===== src/hw/rtl/itrn_pkg.sv =====
package itrn_pkg;

    // Largest number that has a Roman numeral in this block.
    localparam logic [11:0] MAX_VALUE = 12'd3999;

    // ASCII codes of the numeral letters.
    localparam logic [6:0] LETTER_I = 7'h49;
    localparam logic [6:0] LETTER_V = 7'h56;
    localparam logic [6:0] LETTER_X = 7'h58;
    localparam logic [6:0] LETTER_L = 7'h4C;
    localparam logic [6:0] LETTER_C = 7'h43;
    localparam logic [6:0] LETTER_D = 7'h44;
    localparam logic [6:0] LETTER_M = 7'h4D;
    localparam logic [6:0] LETTER_NONE = 7'h00;

    // Digit positions, most significant first.
    localparam logic [1:0] POS_THOUSANDS = 2'd0;
    localparam logic [1:0] POS_HUNDREDS = 2'd1;
    localparam logic [1:0] POS_TENS = 2'd2;
    localparam logic [1:0] POS_UNITS = 2'd3;

    typedef enum logic [1:0] {
        S_IDLE,
        S_INVALID,
        S_EXTRACT,
        S_EMIT
    } t_state;

    // Place value subtracted at each position during digit extraction.
    function automatic logic [10:0] place_weight(input logic [1:0] pos);
        logic [10:0] w;
        unique case (pos)
            POS_THOUSANDS: w = 11'd1000;
            POS_HUNDREDS:  w = 11'd100;
            POS_TENS:      w = 11'd10;
            default:       w = 11'd1;
        endcase
        return w;
    endfunction

    // Number of letters one decimal digit produces.
    function automatic logic [2:0] digit_len(input logic [3:0] d);
        logic [2:0] n;
        if (d == 4'd0) begin
            n = 3'd0;
        end else if (d == 4'd4 || d == 4'd9) begin
            n = 3'd2;
        end else if (d >= 4'd5) begin
            n = 3'(d - 4'd4);
        end else begin
            n = d[2:0];
        end
        return n;
    endfunction

    function automatic logic [6:0] sym_one(input logic [1:0] pos);
        logic [6:0] c;
        unique case (pos)
            POS_THOUSANDS: c = LETTER_M;
            POS_HUNDREDS:  c = LETTER_C;
            POS_TENS:      c = LETTER_X;
            default:       c = LETTER_I;
        endcase
        return c;
    endfunction

    function automatic logic [6:0] sym_five(input logic [1:0] pos);
        logic [6:0] c;
        unique case (pos)
            POS_THOUSANDS: c = LETTER_NONE;
            POS_HUNDREDS:  c = LETTER_D;
            POS_TENS:      c = LETTER_L;
            default:       c = LETTER_V;
        endcase
        return c;
    endfunction

    function automatic logic [6:0] sym_ten(input logic [1:0] pos);
        logic [6:0] c;
        unique case (pos)
            POS_THOUSANDS: c = LETTER_NONE;
            POS_HUNDREDS:  c = LETTER_M;
            POS_TENS:      c = LETTER_C;
            default:       c = LETTER_X;
        endcase
        return c;
    endfunction

    // Letter number idx of the numeral for digit d at position pos.
    function automatic logic [6:0] digit_letter(input logic [1:0] pos, input logic [3:0] d,
                                                input logic [2:0] idx);
        logic [6:0] c;
        if (d == 4'd4) begin
            c = (idx == 3'd0) ? sym_one(pos) : sym_five(pos);
        end else if (d == 4'd9) begin
            c = (idx == 3'd0) ? sym_one(pos) : sym_ten(pos);
        end else if (d >= 4'd5 && idx == 3'd0) begin
            c = sym_five(pos);
        end else begin
            c = sym_one(pos);
        end
        return c;
    endfunction

endpackage


===== src/hw/rtl/integer_to_roman_numeral_core.sv =====
// Converts a binary number from 1 to 3999 into its Roman numeral, one ASCII letter
// per output transfer, thousands first; the final letter carries o_last. An input of 0
// or above 3999 gives a single transfer with o_letter 0, o_last 1 and o_invalid 1.
// One number is handled at a time: o_in_ready is high only while idle. A single
// 13-bit subtract-and-compare unit extracts the decimal digits by repeated subtraction
// of 1000, 100 and 10; the units digit is what remains. Emission then gives the
// letters in order, at most 15 of them, waiting whenever the output side stalls, and
// zero digits give no letter. Of valid numbers, 3888 keeps the block busy longest; an
// invalid input goes from idle to S_INVALID, which loads its transfer once the output
// register is free and then returns to idle. The output register lets the next number
// be taken while the last letter still waits.
module integer_to_roman_numeral_core (
    input  logic        i_clk,
    input  logic        i_rst_n,
    input  logic        i_in_valid,
    output logic        o_in_ready,
    input  logic [11:0] i_value,
    output logic        o_out_valid,
    input  logic        i_out_ready,
    output logic [6:0]  o_letter,
    output logic        o_last,
    output logic        o_invalid
);

    itrn_pkg::t_state r_state, n_state;

    logic [11:0] r_rem, n_rem;
    logic [3:0]  r_digits [4];
    logic [3:0]  n_digits [4];
    logic [1:0]  r_pos, n_pos;
    logic [2:0]  r_idx, n_idx;
    logic        r_out_valid, n_out_valid;
    logic [6:0]  r_letter, n_letter;
    logic        r_last, n_last;
    logic        r_invalid, n_invalid;

    logic        w_accept;
    logic        w_bad_value;
    logic        w_slot_free;
    logic [12:0] w_diff;
    logic        w_borrow;
    logic [3:0]  w_digit;
    logic [2:0]  w_len;
    logic        w_digit_done;
    logic        w_rest_zero;

    // Handshake and input range check.
    assign o_in_ready  = (r_state == itrn_pkg::S_IDLE);
    assign w_accept    = i_in_valid && o_in_ready;
    assign w_bad_value = (i_value == 12'd0) || (i_value > itrn_pkg::MAX_VALUE);
    assign w_slot_free = !r_out_valid || i_out_ready;

    // Shared subtract-and-compare unit used for digit extraction.
    assign w_diff   = {1'b0, r_rem} - {2'b00, itrn_pkg::place_weight(r_pos)};
    assign w_borrow = w_diff[12];

    // Current digit being emitted and its letter count.
    assign w_digit      = r_digits[r_pos];
    assign w_len        = itrn_pkg::digit_len(w_digit);
    assign w_digit_done = (r_idx == 3'(w_len - 3'd1));

    // True when every digit after the current one is zero.
    always_comb begin
        w_rest_zero = 1'b1;
        for (int j = 0; j < 4; j++) begin
            if (2'(j) > r_pos && r_digits[j] != 4'd0) begin
                w_rest_zero = 1'b0;
            end
        end
    end

    // Next state.
    always_comb begin
        n_state = r_state;
        unique case (r_state)
            itrn_pkg::S_IDLE: begin
                if (w_accept) begin
                    n_state = w_bad_value ? itrn_pkg::S_INVALID : itrn_pkg::S_EXTRACT;
                end
            end
            itrn_pkg::S_INVALID: begin
                if (w_slot_free) begin
                    n_state = itrn_pkg::S_IDLE;
                end
            end
            itrn_pkg::S_EXTRACT: begin
                if (w_borrow && r_pos == itrn_pkg::POS_TENS) begin
                    n_state = itrn_pkg::S_EMIT;
                end
            end
            itrn_pkg::S_EMIT: begin
                if (r_pos == itrn_pkg::POS_UNITS &&
                    (w_len == 3'd0 || (w_slot_free && w_digit_done))) begin
                    n_state = itrn_pkg::S_IDLE;
                end
            end
            default: n_state = itrn_pkg::S_IDLE;
        endcase
    end

    // Datapath and output register updates.
    always_comb begin
        n_rem       = r_rem;
        n_digits    = r_digits;
        n_pos       = r_pos;
        n_idx       = r_idx;
        n_out_valid = r_out_valid && !i_out_ready;
        n_letter    = r_letter;
        n_last      = r_last;
        n_invalid   = r_invalid;
        unique case (r_state)
            itrn_pkg::S_IDLE: begin
                if (w_accept) begin
                    n_rem = i_value;
                    for (int j = 0; j < 4; j++) begin
                        n_digits[j] = 4'd0;
                    end
                    n_pos = itrn_pkg::POS_THOUSANDS;
                    n_idx = 3'd0;
                end
            end
            itrn_pkg::S_INVALID: begin
                if (w_slot_free) begin
                    n_out_valid = 1'b1;
                    n_letter    = itrn_pkg::LETTER_NONE;
                    n_last      = 1'b1;
                    n_invalid   = 1'b1;
                end
            end
            itrn_pkg::S_EXTRACT: begin
                if (!w_borrow) begin
                    n_rem           = w_diff[11:0];
                    n_digits[r_pos] = r_digits[r_pos] + 4'd1;
                end else if (r_pos == itrn_pkg::POS_TENS) begin
                    n_digits[itrn_pkg::POS_UNITS] = r_rem[3:0];
                    n_pos = itrn_pkg::POS_THOUSANDS;
                    n_idx = 3'd0;
                end else begin
                    n_pos = r_pos + 2'd1;
                end
            end
            itrn_pkg::S_EMIT: begin
                if (w_len == 3'd0) begin
                    n_pos = r_pos + 2'd1;
                    n_idx = 3'd0;
                end else if (w_slot_free) begin
                    n_out_valid = 1'b1;
                    n_letter    = itrn_pkg::digit_letter(r_pos, w_digit, r_idx);
                    n_last      = w_digit_done && w_rest_zero;
                    n_invalid   = 1'b0;
                    if (w_digit_done) begin
                        n_pos = r_pos + 2'd1;
                        n_idx = 3'd0;
                    end else begin
                        n_idx = r_idx + 3'd1;
                    end
                end
            end
            default: ;
        endcase
    end

    // Control registers.
    always_ff @(posedge i_clk) begin
        if (!i_rst_n) begin
            r_state     <= itrn_pkg::S_IDLE;
            r_out_valid <= 1'b0;
        end else begin
            r_state     <= n_state;
            r_out_valid <= n_out_valid;
        end
    end

    // Payload registers.
    always_ff @(posedge i_clk) begin
        r_rem     <= n_rem;
        r_digits  <= n_digits;
        r_pos     <= n_pos;
        r_idx     <= n_idx;
        r_letter  <= n_letter;
        r_last    <= n_last;
        r_invalid <= n_invalid;
    end

    assign o_out_valid = r_out_valid;
    assign o_letter    = r_letter;
    assign o_last      = r_last;
    assign o_invalid   = r_invalid;

endmodule


===== config.mk =====
export PLATFORM = sky130hd
export DESIGN_NAME = integer_to_roman_numeral_core
export DESIGN_NICKNAME = d
export VERILOG_FILES = /design/src/hw/rtl/itrn_pkg.sv /design/src/hw/rtl/integer_to_roman_numeral_core.sv
export SDC_FILE = /design/constraint.sdc
export NUM_CORES = 1
export LEC_CHECK = 0
export ABC_AREA = 0
export BUFFER_PORTS_ARGS = -buffer_cell sky130_fd_sc_hd__buf_2
export CAP_MARGIN = 0
export CORE_ASPECT_RATIO = 2
export CORE_MARGIN = 1.5
export CORE_UTILIZATION = 50
export CTS_CLUSTER_DIAMETER = 200
export DETAILED_ROUTE_END_ITERATION = 8
export PLACE_DENSITY = 0.67
export SETUP_SLACK_MARGIN = 0.3
export SYNTH_ARGS = -nofsm -noshare
export SYNTH_HDL_FRONTEND = slang
export SYNTH_SLANG_ARGS = --single-unit

===== constraint.sdc =====
create_clock -name i_clk -period 3.7 [get_ports i_clk]
set_input_delay 0.37 -clock i_clk [delete_from_list [all_inputs] [get_ports i_clk]]
set_output_delay 0.37 -clock i_clk [all_outputs]
set_load 0.1 [all_outputs]

==> metrics.md <==
| Metric | Value |
|---|---|
| Status | `complete, no violations` |
| GP Congestion | `0.924` |
| Routed len/inst | `18.8 um` |
| Final hold violation count | `0` |
| Placed Instances | `448` |
| Top cell family by delay on the critical path | `compound AO/OA/AOI/OAI gates` |
| Crit-path max FO | `3` |
| Final Cell Area | `0.00397 mm^2` |
| Ys Warns | `0` |
| Pre-CTS WS | `209 ps` |
| Die width | `60.3 um` |
| Vias in the first global route | `2745` |
| Insertion delay to the later sink of the worst-skew pair | `290 ps` |
| EDFF count, synth | `41` |
| Post-Syn Area | `0.00328 mm^2` |
| Area fraction of the dominant cell type after synthesis | `0.375` |
| Leading area contributor after synthesis | `edfxtp_1` |
| Hold bufs inserted after CTS | `0` |
| Maxcap violations | `0` |
| Number of DRC markers in iteration 0 | `91` |
| ANT nets after route | `0` |
| Slowest CP cell | `mux4_2` |
| Pin count of the biggest net entering global routing | `41` |
| Setup Total Neg Slack | `0 ps` |
| Area of the multi-input gates | `0.00194 mm^2` |
| DP Area | `0.00363 mm^2` |
| DRT Pass-1 Iters | `4` |
| Clock power share | `0.154` |
| Reg clk slew, reported paths | `60 ps` |
| Final Power | `0.00333 W` |
| Mapped Nets | `377` |
| Core Area | `0.00631 mm^2` |
| Total power density per cell area | `839 mW/mm^2` |
| DP HPWL | `6.44 mm` |
| Period utilization | `0.912` |
| Ratio of cells with drive above 1 in the final layout | `0.251` |
| H-tree level count | `2` |
| Critical Path End Type | `flip-flop` |
| CTS max path bufs | `2` |
| Unique masters post-synth | `61` |
| Post-route insts no fill | `468` |
| Crit path largest cell delay | `510 ps` |
| Sequential area share after synthesis | `0.393` |
| Syn_area_per_cell | `9.75 um^2` |
| Cell mode on critical path | `ha_4` |
| Num ports | `27` |
| Startpoint types | `flip-flop` |
| Post-synth ARST share | `0` |
| Clock tree root driver cell | `clkbuf_16` |
| Storage element area | `0.00129 mm^2` |
| Fin crit period | `3380 ps` |
| Psw | `0.00143 W` |
| Worst-Margin Slew | `642 ps` |
| P_int | `0.00190 W` |
| # fillers | `547` |
| WP data arrival | `3370 ps` |
| Switch share | `0.429` |
| Antenna violations before repair | `0` |
| Ant. Diodes | `0` |
| Worst Path Required | `3700 ps` |
| CP bufs+invs | `2` |
| First-pass GRT wire length | `13.6 mm` |
| Starting Density | `0.521` |
| Port Buffers | `25` |
| RSZ-0062 raised after global routing | `true` |
| Reg power frac | `0.251` |
| Vias | `2765` |
| DR vias/cell | `5.91` |
| Global-route usage over all layers | `0.260` |
| Total global routing overflow | `0` |
| Yosys reg bits | `44` |
| Total Die Area | `0.00709 mm^2` |
| Top post-synthesis cells by area | `edfxtp_1 37%, ha_1 8.8%, nor2_1 4.1%` |
| Gate power share | `0.594` |
| CP Class | `reg -> reg` |
| Type of the worst min-delay path | `in -> reg` |
| Final nets | `421` |
| Fin. max-slew vios | `0` |
| Area Overhead vs Synth | `20.8%` |
| Row count | `41` |
| Final setup viols | `0` |
| PnR worst setup slack | `325 ps` |
| Top FF cell, synth | `edfxtp_1` |
| Register-to-register setup slack | `320 ps` |
| Worst path cell trace | `buf_6 > mux4_2 > inv_2 > ha_4 > nand2b_4 > or2_4 > a311oi_2 > ha_2 > ha_4 > nor2_4 > a22oi_2 > o21ai_1 > o21ba_4 > o21a_1` |
| CTS tree | `built` |
| Fmax | `0.296 GHz` |
| Num CTS Buffers | `5` |
| Slew HR | `0.572` |
| Max IR drop VDD | `0.492 mV` |
| Mapped Cells | `337` |
| Final wirelength | `8.81 mm` |
| Clock sinks | `44` |
| Clock skew | `5.28 ps` |
| Commonest cells post-synth | `41 x edfxtp_1, 36 x nor2_1, 34 x nand2_1` |
| Count leader, synth | `edfxtp_1` |
| Die H | `118 um` |
| Leakage Power | `1.57 nW` |
| DRC | `0` |
-- power groups by stage --
stage	Clock [W]	Sequential [W]	Combinational, W
2_1_floorplan	0	0.000833	0.00130
3_3_place_gp	0	0.000849	0.00174
3_5_place_dp	0	0.000853	0.00176
4_1_cts	0.000512	0.000844	0.00181
5_1_grt	0.000525	0.000852	0.00214
6_report	0.000514	0.000837	0.00198
-- routing by layer --
layer / global-route usage / vias to the layer above / share of wire
li1: - / 1335 / -
met1: 0.274 / 1338 / 0.35
met2: 0.480 / 68 / 0.58
met3: 0.0286 / 24 / 0.025
met4: 0.117 / 0 / 0.038
met5: 0 / - / 0
-- cells in the final DEF, fill, tap and decap left out, types with 3 or more instances in the layout --
master and count:
o211ai_1 4, buf_4 24, a21oi_1 13, mux2i_1 8
nand2_1 34, buf_2 25, edfxtp_1 41, clkbuf_16 6
mux4_2 5, nor2_1 34, a21o_1 4, inv_1 15
dfxtp_1 3, inv_2 3, a31oi_1 3, nand3_1 7
nor2b_1 10, a211oi_1 14, a211o_1 3, ha_2 3
mux2_2 3, xor2_1 7, ha_1 18, xnor2_1 6
nand2b_1 3, o21ai_1 4, a311oi_1 3, nor4_1 4
o21ai_0 18
-- state kept, by name, indices dropped and copies added, names as in the netlist --
name	flops
o_letter	6
r_rem	12
o_last	1
r_pos	2
r_idx	3
o_out_valid	1
r_digits	16
r_state	2
o_invalid	1
-- layout make-up --
class / instances / area share
clock inverters: 2 / 0.00883
well taps: 86 / 0.0271
flip-flops and latches: 44 / 0.325
inverters: 18 / 0.0170
repair buffers: 54 / 0.0990
clock buffers: 6 / 0.0325
multi-input cells: 258 / 0.490
-- kinds of logic (layout without fill, tap and decap cells) --
kind of cell	Yosys count	after routing	share of synthesized area
other	1	1	0.00114
AOI/OAI and AO/OA	95	95	0.206
buffers and inverters	35	80	0.0453
and+or+nand+nor	108	108	0.152
xor gates and xnor gates	14	14	0.0396
muxes	16	16	0.0690
DFF	44	44	0.393
adders and majority gates	24	24	0.0937
-- worst paths after layout --
check	start	end	depth (start not counted)
max	r_pos[0]$_DFFE_PP_	r_idx[0]$_SDFFCE_PP0P_	14
min	i_rst_n	o_out_valid$_SDFF_PN0_	2
max reg2reg	r_pos[0]$_DFFE_PP_	r_idx[0]$_SDFFCE_PP0P_	14
min reg2reg	r_digits[13]$_SDFFCE_PN0P_	r_digits[13]$_SDFFCE_PN0P_	2
-- through the flow --
step	hold WS [ps]	util
final	317	0.629
after floorplan	496	-
after CTS	321	0.604
after global placement	600	0.575
after global routing	325	0.629
after detailed placement	619	0.575
-- what timing repair did --
action / in CTS / in global routing
buffers inserted: 0 / 11
pin swaps: 1 / 10
cloned: 0 / 1
endpoints found under the hold margin: 0 / 0
gates resized for setup: 3 / 14
setup endpoints to repair: 29 / 34
-- worst reg2reg max path, delay by kind of cell, from the launching register on --
family | cells | cell delay (ps)
buffers and inverters | 2 | 230
and+or+nand+nor | 3 | 360
muxes | 1 | 510
AOI/OAI and AO/OA | 5 | 1050
DFF | 1 | 390
adders and majority gates | 3 | 540
Note: power is estimated with default switching activity, not from simulation.
